$ cat src/sv/bhs_pkg.sv
// Shared types and constants for the bucketed hash set core.
// Request/response payloads, operation codes and controller/datapath command and status.
// No dependencies.
package bhs_pkg;

  localparam int KEY_W = 32;

  // Remainder unit: reciprocal multiply, multiply-subtract, final correction
  localparam int MOD_STEPS = 3;
  localparam int MOD_CW    = $clog2(MOD_STEPS);

  // Operation codes; any other code acts as a search
  localparam logic [1:0] KIND_INSERT = 2'd0;
  localparam logic [1:0] KIND_SEARCH = 2'd1;
  localparam logic [1:0] KIND_REMOVE = 2'd2;

  typedef struct packed {
    logic [1:0]              kind;
    logic signed [KEY_W-1:0] key;
  } req_t;

  typedef struct packed {
    logic found;
    logic bucket_full;
  } rsp_t;

  // Controller to datapath
  typedef struct packed {
    logic clr_we;    // write one zero row of the clearing pass
    logic load;      // capture a request and restart the remainder
    logic mod_step;  // advance the remainder unit by one stage
    logic rd;        // read the bucket row
    logic commit;    // write back the row and load the response
  } dp_cmd_t;

  // Datapath to controller
  typedef struct packed {
    logic clr_last;
    logic mod_last;
  } dp_sts_t;

endpackage

$ cat src/sv/bhs_ctrl.sv
// Controller state machine for the bucketed hash set core.
// Sequences clearing, remainder, read and write-back; owns the handshakes.
// Depends on bhs_pkg.
module bhs_ctrl (
  input  logic              clk,
  input  logic              rst,
  input  logic              req_valid,
  output logic              req_ready,
  output logic              rsp_valid,
  input  logic              rsp_ready,
  output bhs_pkg::dp_cmd_t  cmd,
  input  bhs_pkg::dp_sts_t  sts
);
  import bhs_pkg::*;

  localparam logic [2:0] ST_CLEAR = 3'd0;
  localparam logic [2:0] ST_IDLE  = 3'd1;
  localparam logic [2:0] ST_MOD   = 3'd2;
  localparam logic [2:0] ST_RD    = 3'd3;
  localparam logic [2:0] ST_LOOK  = 3'd4;

  logic [2:0] state;
  logic [2:0] state_next;
  logic       rsp_valid_next;

  assign req_ready = (state == ST_IDLE);

  // Next state and commands
  always_comb begin
    state_next = state;
    cmd        = '0;
    unique case (state)
      ST_CLEAR: begin
        cmd.clr_we = 1'b1;
        if (sts.clr_last) begin
          state_next = ST_IDLE;
        end
      end
      ST_IDLE: begin
        if (req_valid) begin
          cmd.load   = 1'b1;
          state_next = ST_MOD;
        end
      end
      ST_MOD: begin
        cmd.mod_step = 1'b1;
        if (sts.mod_last) begin
          state_next = ST_RD;
        end
      end
      ST_RD: begin
        cmd.rd     = 1'b1;
        state_next = ST_LOOK;
      end
      ST_LOOK: begin
        // Hold until the response register is free
        if (!rsp_valid || rsp_ready) begin
          cmd.commit = 1'b1;
          state_next = ST_IDLE;
        end
      end
      default: begin
        state_next = ST_CLEAR;
      end
    endcase
  end

  // Response valid: set on commit, drop after transfer
  always_comb begin
    rsp_valid_next = rsp_valid;
    if (cmd.commit) begin
      rsp_valid_next = 1'b1;
    end else if (rsp_ready) begin
      rsp_valid_next = 1'b0;
    end
  end

  always_ff @(posedge clk) begin
    if (rst) begin
      state     <= ST_CLEAR;
      rsp_valid <= 1'b0;
    end else begin
      state     <= state_next;
      rsp_valid <= rsp_valid_next;
    end
  end

endmodule

$ cat config.mk
export PLATFORM = sky130hd
export DESIGN_NAME = bhs_ctrl
export DESIGN_NICKNAME = d
export VERILOG_FILES = /design/src/sv/bhs_pkg.sv /design/src/sv/bhs_ctrl.sv
export SDC_FILE = /design/constraint.sdc
export NUM_CORES = 1
export LEC_CHECK = 0
export ABC_AREA = 1
export BUFFER_PORTS_ARGS = -buffer_cell sky130_fd_sc_hd__buf_2
export CAP_MARGIN = 25
export CORE_AREA = 4 4 41 43
export CTS_CLUSTER_SIZE = 25
export DETAILED_ROUTE_END_ITERATION = 16
export DIE_AREA = 0 0 45 47
export HOLD_SLACK_MARGIN = 0.12
export SLEW_MARGIN = 20
export SYNTH_ARGS = -nofsm -noshare
export SYNTH_HDL_FRONTEND = slang
export SYNTH_SLANG_ARGS = --single-unit
$ cat constraint.sdc
create_clock -name clk -period 1.46 [get_ports clk]
set_clock_uncertainty 0.1 [all_clocks]
set_input_delay 0.219 -clock clk [delete_from_list [all_inputs] [get_ports clk]]
set_output_delay 0.219 -clock clk [all_outputs]
set_load 0.01 [all_outputs]
* Yosys cells after proc, flatten, opt, wreduce, memory -nomap -nowiden
Index checks and enable logic that the tools add are counted.
** Operators by class
- Eq/ne operators :: 8
- Mux-type cells :: 14
- Reduce and logical (&&, ||, !) cells :: 5
** Operators with widths (number)
- $pmux W3 S5 :: 1
- $mux W3 :: 4
- $mux W1 :: 9
- $ne A2 B2 Y1 const B :: 4
- $eq A3 B2 Y1 const B :: 2
- $reduce_and A4 Y1 :: 1
- $eq A3 B1 Y1 const B :: 1
- $eq A3 B3 Y1 const B :: 1
- $logic_not A3 Y1 :: 1
- $reduce_bool A2 Y1 :: 1
- $logic_not A1 Y1 :: 1
- $logic_or A1 B1 Y1 :: 1
** Storage, ports and cells
- Register bits :: 4
- Bits of input ports :: 6
- Output and inout port bits :: 7
- Logic and storage cells :: 29

* Logic depth before layout (Yosys ltp)
- Word-level depth :: 5
- Gate-level depth with buffers :: 8
- Depth with buffers taken out :: 8

* Worst setup path before layout
OpenSTA, ideal clock, no wires.
- Path kind :: register to output
- From :: reg state[2]
- To :: out cmd[0] (netlist bit)
- Arrival time :: 841 ps
- Data required time :: 1141 ps
- Path slack :: 300 ps
- Stages on the path, launching flop included :: 4
- Buffers on the path :: 1
- Cells stage by stage :: dfxtp_1 > inv_2 > nor4_2 > buf_4
** RTL lines
- start, declared :: line bhs_ctrl.sv:22 : logic [2:0] state;
- start signal, assigned :: line bhs_ctrl.sv:83 : state <= state_next;
- end, declared :: line bhs_ctrl.sv:11 : output bhs_pkg::dp_cmd_t cmd,

==> out/metrics.cfg <==
[outcome]
outcome=complete, no violations

[placement]
place_congestion=0.768
port_buffers=12
detailed_place_hpwl_um=513
detailed_place.area_um2=349
place_ws_ns=0.232

[drt]
post-route-drc-count=0
detail_route.wirelength_um=617
wl_met1_um=280
overall_via_count_from_detail_route=305
met2WireLength_um=284
remaining_number_of_nets_flagged_by_the_antenna_check_after_routing=0
highest-signal-layer=met3
wl_per_cell_um=8.12
via_per_inst=4.01
wl_met3_um=52
drtPass1Iterations=2
first_iter_violations=2

[synthesis]
yosys_register_bits=4
synthesis.nets=52
synth.avg_cell_area_um2=6.04
postSynthCellCount=46
synth.yosys.seq_area_share_pct=28.8
synth_area_um2=278
synth_cell_type_count=15
synthesis.yosys.warnings=0

[power]
peakVddDrop_uv=514
power-per-cell-area_nw_per_um2=1710
p_leak_nw=0.224

[critical_path]
crit_path_cell_trace=inv_2 > nor4_2 > buf_2
path_max_fanout=5
arrival_ns=1.08
crit_required_ns=1.14
crit_path_top_delay_cell=dfxtp_4
crit_path_end_kind=primary output
setup.worst_path.start_class=flip-flop
timing.critical_path.slowest_cell_delay_ns=0.37
path_class=flip-flop to primary output

[timing]
timing.max_slew.rel_slack_pct=83.3
worst_slack_ns=0.0625
report.final.setup_viol=0
final_min_period_over_clock_period_pct=95.7
fmax_mhz=716
tightest_slew_ns=0.249
final.min_clock_period_ns=1.40
timing.final.hold_violations=0
drv_slew=0
grt_setup_unrepaired=no
setup_total_negative_slack_ns=0

[grt]
first_global_vias=266
grt_start_max_net_pins=7
number_of_antenna_violations_at_the_first_check_in_global_routing=0
groute.usage.overall_pct=7.27
globalRouteOverflowTotal=0
global_route_wire_length_before_repair_mm=1.04

[final_layout]
fillCellCount=162
seqCellArea_um2=88.8
num_antenna_cells=0
nets=69
multi_input_comb_area_um2=156
finalInstanceArea_um2=398
area_growth_pct=43.2
drive_above_1_share_pct=47.5

[clock_network]
postCtsSetupBuffers=0
cts-root-to-sink-buffers=2
cts.sink_count=4
insertion_delay_ns=0.23
ctsHtreeMaxLevel=1
clock_tree_from_tritoncts=built
cts_buffers=3
cell_at_the_root_of_the_clock_tree=clkbuf_4
path_clk_slew_ns=0.03

[floorplanning]
initial_standard_cell_utilization_of_the_core_pct=21.3
die_w_um=45
floorplan.io_pins=13
die-height_um=47
placement_rows=13
dieArea_um2=2120
floorplan.core_area_um2=1300

[flow_run]
cap_violations=0

[hold_path]
hold_class=input port to flip-flop

## layout make-up
class                   count  area share (%)
multi-input cells          30            39.3
flip-flops and latches      4            22.3
repair buffers             13            17.6
inverters                  11            10.4
clock buffers               3            5.66
well taps                  15            4.72
## cell usage after synthesis
master	instances	area, µm²
nor2_1	10	37.5
nand2_1	8	30.0
inv_1	6	22.5
dfxtp_1	4	80.1
inv_2	4	15.0
nand3_1	3	15.0
nand2_2	2	12.5
nor2_2	2	12.5
a21oi_1	1	5.00
buf_4	1	7.51
clkinv_1	1	3.75
nand3b_1	1	7.51
nor2_4	1	11.3
nor3_1	1	5.00
nor4_2	1	12.5
## cells in the final DEF, fill, tap and decap left out, drive strengths merged
cell type / count
nor2: 13
nand3b: 1
dfxtp: 4
buf: 12
dlygate4sd3: 1
nand2: 10
inv: 10
clkbuf: 3
a21oi: 1
nand3: 3
clkinv: 1
nor4: 1
nor3: 1
## cell families (layout without fill, tap and decap cells)
group	Yosys count	count (layout)	share of synthesized area, %
buffers and inverters	12	27	17.6
DFF	4	4	28.8
AOI/OAI and AO/OA	1	1	1.80
and+or+nand+nor	29	29	51.8
## worst max-delay path: cells and delay by family, from the launching register on
| family | cells | cell delay (ns) |
|---|---|---|
| flops | 1 | 0.37 |
| simple gates | 1 | 0.25 |
| buf+inv | 2 | 0.23 |
## routing by layer
layer,GRT usage [%],vias up
met5,0,-
met4,5.26,0
met3,4.98,0
met2,9.60,6
met1,8.18,132
li1,-,167
## flip-flops by register name (all words and copies together) (netlist names)
signal,count
state,3
rsp_valid,1
## metrics by stage
stage / utilization (%) / std cells / total power, mW / hold slack (ns)
3_5_place_dp: 26.8 / 72 / 0.524 / 0.327
2_1_floorplan: - / 46 / 0.430 / 0.188
6_report: 30.6 / 76 / 0.680 / 0.218
4_1_cts: 29.5 / 76 / 0.672 / 0.210
5_1_grt: 30.6 / 76 / 0.765 / 0.227
3_3_place_gp: 26.8 / 72 / 0.523 / 0.323
## path summary, 6_finish.rpt
kind	end	depth (start not counted)	start	slack [ns]
setup / recovery	cmd[0]	3	state[2]	0.06
hold / removal	rsp_valid	4	rsp_ready	0.22
setup reg to reg	state[0]	6	state[0]	0.24
hold reg to reg	state[0]	2	state[0]	0.43
## report_power, final
part,switching [mW],total (mW),internal [mW]
Combinational,0.219,0.361,0.142
Sequential,0.0402,0.187,0.147
Clock,0.0402,0.132,0.0916
## what timing repair did
action	CTS	global route
gates resized for setup	2	5
hold endpoints to repair	2	0
hold buffers	1	0
setup endpoints to repair	2	3
(Power assumes the default switching activity.)
